`src/hw/rtl/nlp_pkg.sv`:
```
`default_nettype none

package nlp_pkg;

    // character codes
    localparam logic [7:0] CH_QUOTE  = 8'd39;
    localparam logic [7:0] CH_BSLASH = 8'd92;
    localparam logic [7:0] CH_MINUS  = 8'd45;
    localparam logic [7:0] CH_ZERO   = 8'd48;
    localparam logic [7:0] CH_X      = 8'd120;
    localparam logic [7:0] CH_N      = 8'd110;
    localparam logic [7:0] CH_T      = 8'd116;
    localparam logic [7:0] HEX_SPLIT = 8'd58;

    // digit offsets
    localparam logic [31:0] DIGIT_BASE     = 32'd48;
    localparam logic [31:0] HEX_ALPHA_BASE = 32'd87;

    // escape results
    localparam logic [31:0] ESC_NUL   = 32'd0;
    localparam logic [31:0] ESC_LF    = 32'd10;
    localparam logic [31:0] ESC_TAB   = 32'd9;
    localparam logic [31:0] ESC_SLASH = 32'd92;
    localparam logic [31:0] ESC_QUOTE = 32'd39;

    localparam int          HEAD_DEPTH = 3;
    localparam logic [1:0]  POS_SAT    = 2'd3;

    typedef struct packed {
        logic [1:0]                  pos;
        logic [HEAD_DEPTH-1:0][7:0]  head;
        logic [31:0]                 dec_acc;
        logic [31:0]                 hex_acc;
        logic                        neg;
    } nlp_state_t;

    function automatic logic [31:0] sext8(input logic [7:0] b);
        return {{24{b[7]}}, b};
    endfunction

endpackage

`default_nettype wire

```
`src/hw/rtl/nlp_step.sv`:
```
`default_nettype none

// Per-byte token state update: head capture, sign, decimal and hex accumulators.
module nlp_step
    import nlp_pkg::*;
(
    input  nlp_state_t  cur,
    input  logic [7:0]  ch,
    output nlp_state_t  nxt
);

    logic [31:0] sx;
    logic        below;
    logic [31:0] hex_sub;

    always_comb
    begin
        sx      = sext8(ch);
        below   = (ch < HEX_SPLIT) || ch[7];
        hex_sub = below ? DIGIT_BASE : HEX_ALPHA_BASE;
        nxt     = cur;

        for (int i = 0; i < HEAD_DEPTH; i++)
        begin
            if (cur.pos == 2'(i))
            begin
                nxt.head[i] = ch;
            end
        end

        if ((cur.pos == 2'd0) && (ch == CH_MINUS))
        begin
            nxt.neg = 1'b1;
        end
        else
        begin
            // acc * 10 = acc * 8 + acc * 2
            nxt.dec_acc = {cur.dec_acc[28:0], 3'b000} + {cur.dec_acc[30:0], 1'b0}
                          + sx - DIGIT_BASE;
        end

        if (cur.pos >= 2'd2)
        begin
            nxt.hex_acc = {cur.hex_acc[27:0], 4'b0000} + sx - hex_sub;
        end

        if (cur.pos != POS_SAT)
        begin
            nxt.pos = cur.pos + 2'd1;
        end
    end

endmodule

`default_nettype wire

```
`src/hw/rtl/nlp_classify.sv`:
```
`default_nettype none

// Picks the token's value and error flag from the updated state on its final byte.
module nlp_classify
    import nlp_pkg::*;
(
    input  nlp_state_t   st,
    input  logic [1:0]   idx,
    input  logic [7:0]   ch,
    output logic [31:0]  value,
    output logic         error
);

    logic [7:0]  third;
    logic [31:0] esc_val;

    always_comb
    begin
        third = (idx >= 2'd2) ? st.head[2] : 8'd0;
        unique case (third)
            CH_ZERO:   esc_val = ESC_NUL;
            CH_N:      esc_val = ESC_LF;
            CH_T:      esc_val = ESC_TAB;
            CH_BSLASH: esc_val = ESC_SLASH;
            CH_QUOTE:  esc_val = ESC_QUOTE;
            default:   esc_val = ESC_SLASH;
        endcase
    end

    always_comb
    begin
        value = '0;
        error = 1'b0;
        priority if ((st.head[0] == CH_QUOTE) && (ch == CH_QUOTE))
        begin
            if (idx == 2'd0)
                value = '0;
            else if (st.head[1] == CH_BSLASH)
                value = esc_val;
            else
                value = sext8(st.head[1]);
        end
        else if ((idx != 2'd0) && (st.head[0] == CH_ZERO) && (st.head[1] == CH_X))
        begin
            // bare prefix flags an error
            if (idx == 2'd1)
                error = 1'b1;
            else
                value = st.hex_acc;
        end
        else if ((idx == 2'd0) && st.neg)
        begin
            error = 1'b1;
        end
        else
        begin
            value = st.neg ? (32'd0 - st.dec_acc) : st.dec_acc;
        end
    end

endmodule

`default_nettype wire

```
`src/hw/rtl/numeric_literal_parser_unit.sv`:
```
// Result path: a token's last byte is registered in the input register, and its result
// is then registered in the output register, which raises out_valid.
// Throughput: one byte per cycle while in_stall is low; the token state updates in a single pass.
// in_stall rises only while a finished result waits in the output register
// under out_stall and the next last byte is already held.
// Reset (rst_n low, async): clears valids and the token state.
`default_nettype none

module numeric_literal_parser_unit
    import nlp_pkg::*;
(
    input  wire logic               clk,
    input  wire logic               rst_n,
    // byte input
    input  wire logic               in_valid,
    output logic                    in_stall,
    input  wire logic [7:0]         ch,
    input  wire logic               last,
    // result output
    output logic                    out_valid,
    input  wire logic               out_stall,
    output logic signed [31:0]      value,
    output logic                    error
);

    // input register
    logic        in_valid_reg;
    logic [7:0]  ch_reg;
    logic        last_reg;

    // token state, cleared after each final byte
    nlp_state_t  state_reg;
    nlp_state_t  state_next;
    nlp_state_t  stepped;

    // output register
    logic        out_valid_reg;
    logic        out_valid_next;
    logic [31:0] value_reg;
    logic        error_reg;

    logic [31:0] res_value;
    logic        res_error;
    logic        advance;

    // A held byte moves on unless it ends a token and the output slot is blocked.
    assign advance  = in_valid_reg && (!last_reg || !out_valid_reg || !out_stall);
    assign in_stall = in_valid_reg && !advance;

    nlp_step u_step (
        .cur (state_reg),
        .ch  (ch_reg),
        .nxt (stepped)
    );

    nlp_classify u_classify (
        .st    (stepped),
        .idx   (state_reg.pos),
        .ch    (ch_reg),
        .value (res_value),
        .error (res_error)
    );

    always_comb
    begin
        state_next = state_reg;
        if (advance)
        begin
            state_next = last_reg ? '0 : stepped;
        end
    end

    always_comb
    begin
        out_valid_next = out_valid_reg;
        if (advance && last_reg)
            out_valid_next = 1'b1;
        else if (!out_stall)
            out_valid_next = 1'b0;
    end

    always_ff @(posedge clk or negedge rst_n)
    begin
        if (!rst_n)
        begin
            in_valid_reg  <= 1'b0;
            out_valid_reg <= 1'b0;
            state_reg     <= '0;
        end
        else
        begin
            if (!in_stall)
                in_valid_reg <= in_valid;
            out_valid_reg <= out_valid_next;
            state_reg     <= state_next;
        end
    end

    // payload registers
    always_ff @(posedge clk)
    begin
        if (in_valid && !in_stall)
        begin
            ch_reg   <= ch;
            last_reg <= last;
        end
        if (advance && last_reg)
        begin
            value_reg <= res_value;
            error_reg <= res_error;
        end
    end

    assign out_valid = out_valid_reg;
    assign value     = value_reg;
    assign error     = error_reg;

endmodule

`default_nettype wire

```
`config.mk`:
```
export PLATFORM = sky130hd
export DESIGN_NAME = numeric_literal_parser_unit
export DESIGN_NICKNAME = d
export VERILOG_FILES = /design/src/hw/rtl/nlp_pkg.sv /design/src/hw/rtl/nlp_step.sv /design/src/hw/rtl/nlp_classify.sv /design/src/hw/rtl/numeric_literal_parser_unit.sv
export SDC_FILE = /design/constraint.sdc
export NUM_CORES = 1
export LEC_CHECK = 0
export BUFFER_PORTS_ARGS = -buffer_cell sky130_fd_sc_hd__buf_2
export CAP_MARGIN = 20
export CORE_MARGIN = 4
export CORE_UTILIZATION = 50
export DETAILED_ROUTE_END_ITERATION = 6
export PLACE_DENSITY = 0.66
export RECOVER_POWER = 25
export SLEW_MARGIN = 20
export SYNTH_ARGS = -nofsm -noshare
export SYNTH_HDL_FRONTEND = slang
export SYNTH_HIERARCHICAL = 1
export SYNTH_SLANG_ARGS = --single-unit
```
`constraint.sdc`:
```
create_clock -name clk -period 9.8 [get_ports clk]
set_clock_uncertainty 0.05 [all_clocks]
set_input_delay 0.49 -clock clk [delete_from_list [all_inputs] [get_ports clk]]
set_output_delay 0.49 -clock clk [all_outputs]
set_load 0.01 [all_outputs]
```
### Word level (Yosys, flattened, before mapping)

Cells that the tools add are included.

* add/subtract/negate cells: 7
* $lt $le $gt $ge: 2
* eq/ne operators: 14
* muxes and demuxes: 23
* reduce and logical (&&, ||, !) cells: 21

Operators with widths (count)
* $mux 32: 9
* $add 32x32->32: 3
* $mux 91: 1
* $eq 8x6->1 const B: 6
* $eq 8x7->1 const B: 4
* $mux 8: 4
* $sub 1x32->32 const A: 1
* $sub 32x32->32: 1
* $sub 32x6->32 const B: 1
* $pmux 7 s4: 1
* $logic_and 1x1->1: 9
* $lt 8x6->1 const B: 1
* $mux 7: 1
* $mux 1: 6
* $logic_not 1->1: 5
* $reduce_bool 2->1: 2
* $logic_or 1x1->1: 3
* $add 2x1->2 const B: 1
* $eq 2x1->1 const B: 1
* $eq 2x2->1 const B: 1
* $ge 2x2->1 const B: 1
* $logic_not 2->1: 1
* $mux 2: 1
* $ne 2x1->1 const B: 1
* other kinds (2): 2

* register bits after elaboration: 135
* bits of input ports: 13
* logic and storage cells: 80

### Depth between registers and ports, before layout

* depth in word-level cells: 9
* mapped depth: 19

### By module

The synthesis kept the hierarchy.

By module, submodules not included
* nlp_step: times used 1, cells each 933, area an instance 6462.4 um2, sequential area each 0.0 um2
* numeric_literal_parser_unit: times used 1, cells each 566, area an instance 6242.2 um2, sequential area each 3588.4 um2
* nlp_classify: times used 1, cells each 224, area an instance 1490.2 um2, sequential area each 0.0 um2

### Worst setup path before layout

No wires, ideal clock.

* kind: register to register
* from: register ch_reg[7]
* to: register value_reg[31], in the netlist value[31], data pin
* library setup time: 0.259 ns
* arrival time: 5.304 ns
* path slack: 4.187 ns
* cell stages (with the launch flop): 19
* buffers on the path: 1
* clock period less this slack: 5.613 ns
* cells stage by stage: edfxtp_1 -> inv_1 -> ha_1 -> inv_1 -> fa_1 -> ha_1 -> buf_2 -> a211oi_1 -> o211ai_1 -> a211oi_1 -> a21boi_1 -> a41oi_2 -> xnor2_1 -> o21ai_1 -> or4_4 -> or4_4 -> o41ai_4 -> xor2_1 -> o21ai_1

RTL lines
* from (decl): RTL line numeric_literal_parser_unit.sv:28 `logic [7:0] ch_reg;`
* from (signal assigned): RTL line numeric_literal_parser_unit.sv:104 `ch_reg <= ch;`
* to (signal assigned): RTL line numeric_literal_parser_unit.sv:109 `value_reg <= res_value;`
* to (decl): RTL line numeric_literal_parser_unit.sv:39 `logic [31:0] value_reg;`

==> summary.txt <==
Synth Instances - 1,723
Total Routed Length - 38,750 um
core area - 0.02786 mm^2
top-level port count - 48
DIE AREA - 0.03115 mm^2
antenna violations before repair - 0
Final Hold Fails - 0
CTS resizes - 0
post-synth top area share - 16.39%
FP Rows - 61
worst slew pin tran - 2.192 ns
gpl congestion - 0.9381
Post-Syn Nets - 1,886
syn avg cell area - 8.238 um^2
n_diodes - 0
CP arrival - 5.72 ns
RSZ-0062 raised after global routing - false
worst-path maximum fanout - 25
ANT nets after route - 0
fin. max-slew vios - 38
postcts setup bufs - 0
total grt overflow - 0
ranking of synthesized cells by area - dfrtp_1 (16%), ha_1 (10%), edfxtp_1 (8.9%)
sequential area share after synthesis - 25.28%
Area Growth Syn to Fin - 5.721%
vias per inst - 6.091
critical path launch point type - flip-flop
fraction of layout cells with a size suffix above 1 - 7.097%
Final Net Count - 1,855
CTS clk-pin slew, worst paths - 0.07 ns
worst hold slack - 0.1728 ns
Slew headroom - -46.16%
Setup Crit Path Kind - reg2reg
gr usage total - 24.70%
Most used DFF post-synth - dfrtp_1
TritonCTS clock tree - done
Yosys warning count - 6
Post-synth EDFFs - 42
htree depth - 4
clock tree sinks - 135
vias in the first global route - 11,843
Yosys cell types - 100
setup TNS - 0 ns
worst-skew pair later-pin latency - 0.44 ns
outcome - complete, but fails checks
max frequency - 178.0 MHz
number of flip-flops under the largest register name - 91
Mapped Area - 0.01419 mm^2
Required @ worst endpoint - 9.90 ns
number of buffers created by CTS - 17
Initial Util - 50.95%
port bufs - 47
Clk Tree Root Cell - clkbuf_16
largest net degree at the start of global routing - 109
asr flop ratio synth - 68.89%
initial DRC count - 1,275
Post-CTS Hold Buffers - 1
Chip Height - 176.5 um
clock buffer depth - 2
# setup viols final - 0
die extent in x - 176.5 um
Tcrit/Tclk final - 57.33%
first-pass GRT wire length - 62,930 um
routed via count - 12,688
Critical Path End Type - flip-flop
Yosys top cell by area - dfrtp_1
Final min period - 5.618 ns
Hold Path Class - in2reg
violated checks - capacitance limit, slew limit
MaxCap Viol Count - 1
drc violations - 0
Synth Register Bits - 135
WL/cell - 18.60 um
DRT Pass-1 Iters - 5
DPL Wire Length - 27,570 um
[layout make-up]
type / count / area, um^2
Fill cell: 2617 / 12850
Multi-Input combinational cell: 1302 / 9392
Sequential cell: 135 / 3597
Inverter: 174 / 653.1
Tap cell: 378 / 473.0
Clock buffer: 17 / 425.4
Timing Repair Buffer: 62 / 324.1
Clock inverter: 15 / 142.6
[critical path, cell delays in order (launching register included)]
cell and delay (ns):
edfxtp_1 0.49, inv_2 0.46, ha_1 0.32, inv_1 0.06, fa_1 0.41, ha_1 0.37, a21o_1 0.22, o2bb2ai_1 0.15
a31oi_1 0.34, a21oi_1 0.12, nor2b_1 0.21, xor2_1 0.16, o21ai_0 0.30, or4_4 0.62, or4_4 0.46, o41ai_4 0.30
xor2_1 0.20, o21ai_1 0.08
[logic make-up (layout without fill, tap and decap cells)]
family,count (synthesis),after routing,share of synthesized area [%]
multiplexers,25,25,1.833
adder cells (fa/ha/maj),150,150,14.86
XOR/XNOR,76,76,4.689
flip-flops,135,135,25.28
AO/OA/AOI/OAI,361,361,16.77
AND/OR/NAND/NOR,690,690,27.92
buffers and inverters,286,268,8.656
[metrics by stage]
step / setup slack [ns] / utilization (%) / instances / area (um^2)
6_report: 4.182 / 53.87 / 2083 / 15010
5_1_grt: 3.770 / 53.87 / 2083 / 15010
2_1_floorplan: 4.187 / - / 1723 / 14190
3_5_place_dp: 4.244 / 51.87 / 2049 / 14450
3_3_place_gp: 4.300 / 51.87 / 2049 / 14450
4_1_cts: 4.230 / 53.95 / 2082 / 15030
[Yosys cell counts, types with 7 or more instances]
cell / count
a22oi_1: 8
o21ai_0: 104
nor2_1: 60
dfrtp_1: 93
buf_2: 51
buf_6: 7
nand3_1: 118
o211ai_1: 9
nand4_1: 110
a31oi_1: 10
nor3_1: 13
mux2i_1: 17
inv_1: 173
o21bai_1: 12
xor2_1: 49
xnor2_1: 27
edfxtp_1: 42
nand3b_1: 94
nor4_1: 7
o31ai_1: 13
nand2b_1: 103
clkbuf_1: 45
or3_1: 9
ha_1: 119
a21oi_1: 95
o21ai_1: 17
a211oi_1: 8
mux2_2: 8
nand2_1: 118
o21a_1: 8
and3_1: 7
fa_1: 31
a21o_1: 12
[routing by layer]
metal / vias to the layer above / track usage [%] / share of wire [%]
met5: - / 0 / 0
met4: 0 / 6.061 / 1.5
met3: 48 / 3.233 / 5.6
met2: 383 / 38.29 / 45
met1: 6149 / 36.71 / 48
li1: 6108 / - / -
[placed cells by master (no fill, tap or decap), types with 10 or more instances in the layout]
cell | Yosys | layout
nor3_1 | 13 | 13
edfxtp_1 | 42 | 42
o21bai_1 | 12 | 12
ha_1 | 119 | 119
mux2i_1 | 17 | 17
nand4_1 | 110 | 110
clkbuf_16 | 0 | 17
buf_4 | 3 | 14
nand2_1 | 118 | 118
a31oi_1 | 10 | 10
dfrtp_1 | 93 | 90
o21ai_0 | 104 | 104
nor2_1 | 60 | 60
clkbuf_1 | 45 | 33
o31ai_1 | 13 | 13
nand3b_1 | 94 | 94
inv_1 | 173 | 172
buf_2 | 51 | 13
a21o_1 | 12 | 12
a21oi_1 | 95 | 94
xor2_1 | 49 | 49
o21ai_1 | 17 | 17
nand3_1 | 118 | 118
nand2b_1 | 103 | 102
fa_1 | 31 | 31
xnor2_1 | 27 | 27
[path summary, 6_finish.rpt]
path / startpoint / end / slack [ns] / cells after the start
worst max-delay path: ch_reg[7] / value[31] / 4.18 / 17
worst min-delay path: ch[1] / ch_reg[1] / 0.17 / 1
worst max register to register: ch_reg[7] / value[31] / 4.18 / 17
worst min register to register: state_reg[30] / state_reg[30] / 0.46 / 2
max in group asynchronous: rst_n / state_reg[24] / 6.73 / 3
min in group asynchronous: rst_n / state_reg[70] / 1.18 / 2
Power is left out: the tool's default activity adds up to more than one toggle a clock period on the data nets, which glitch-free logic cannot reach.
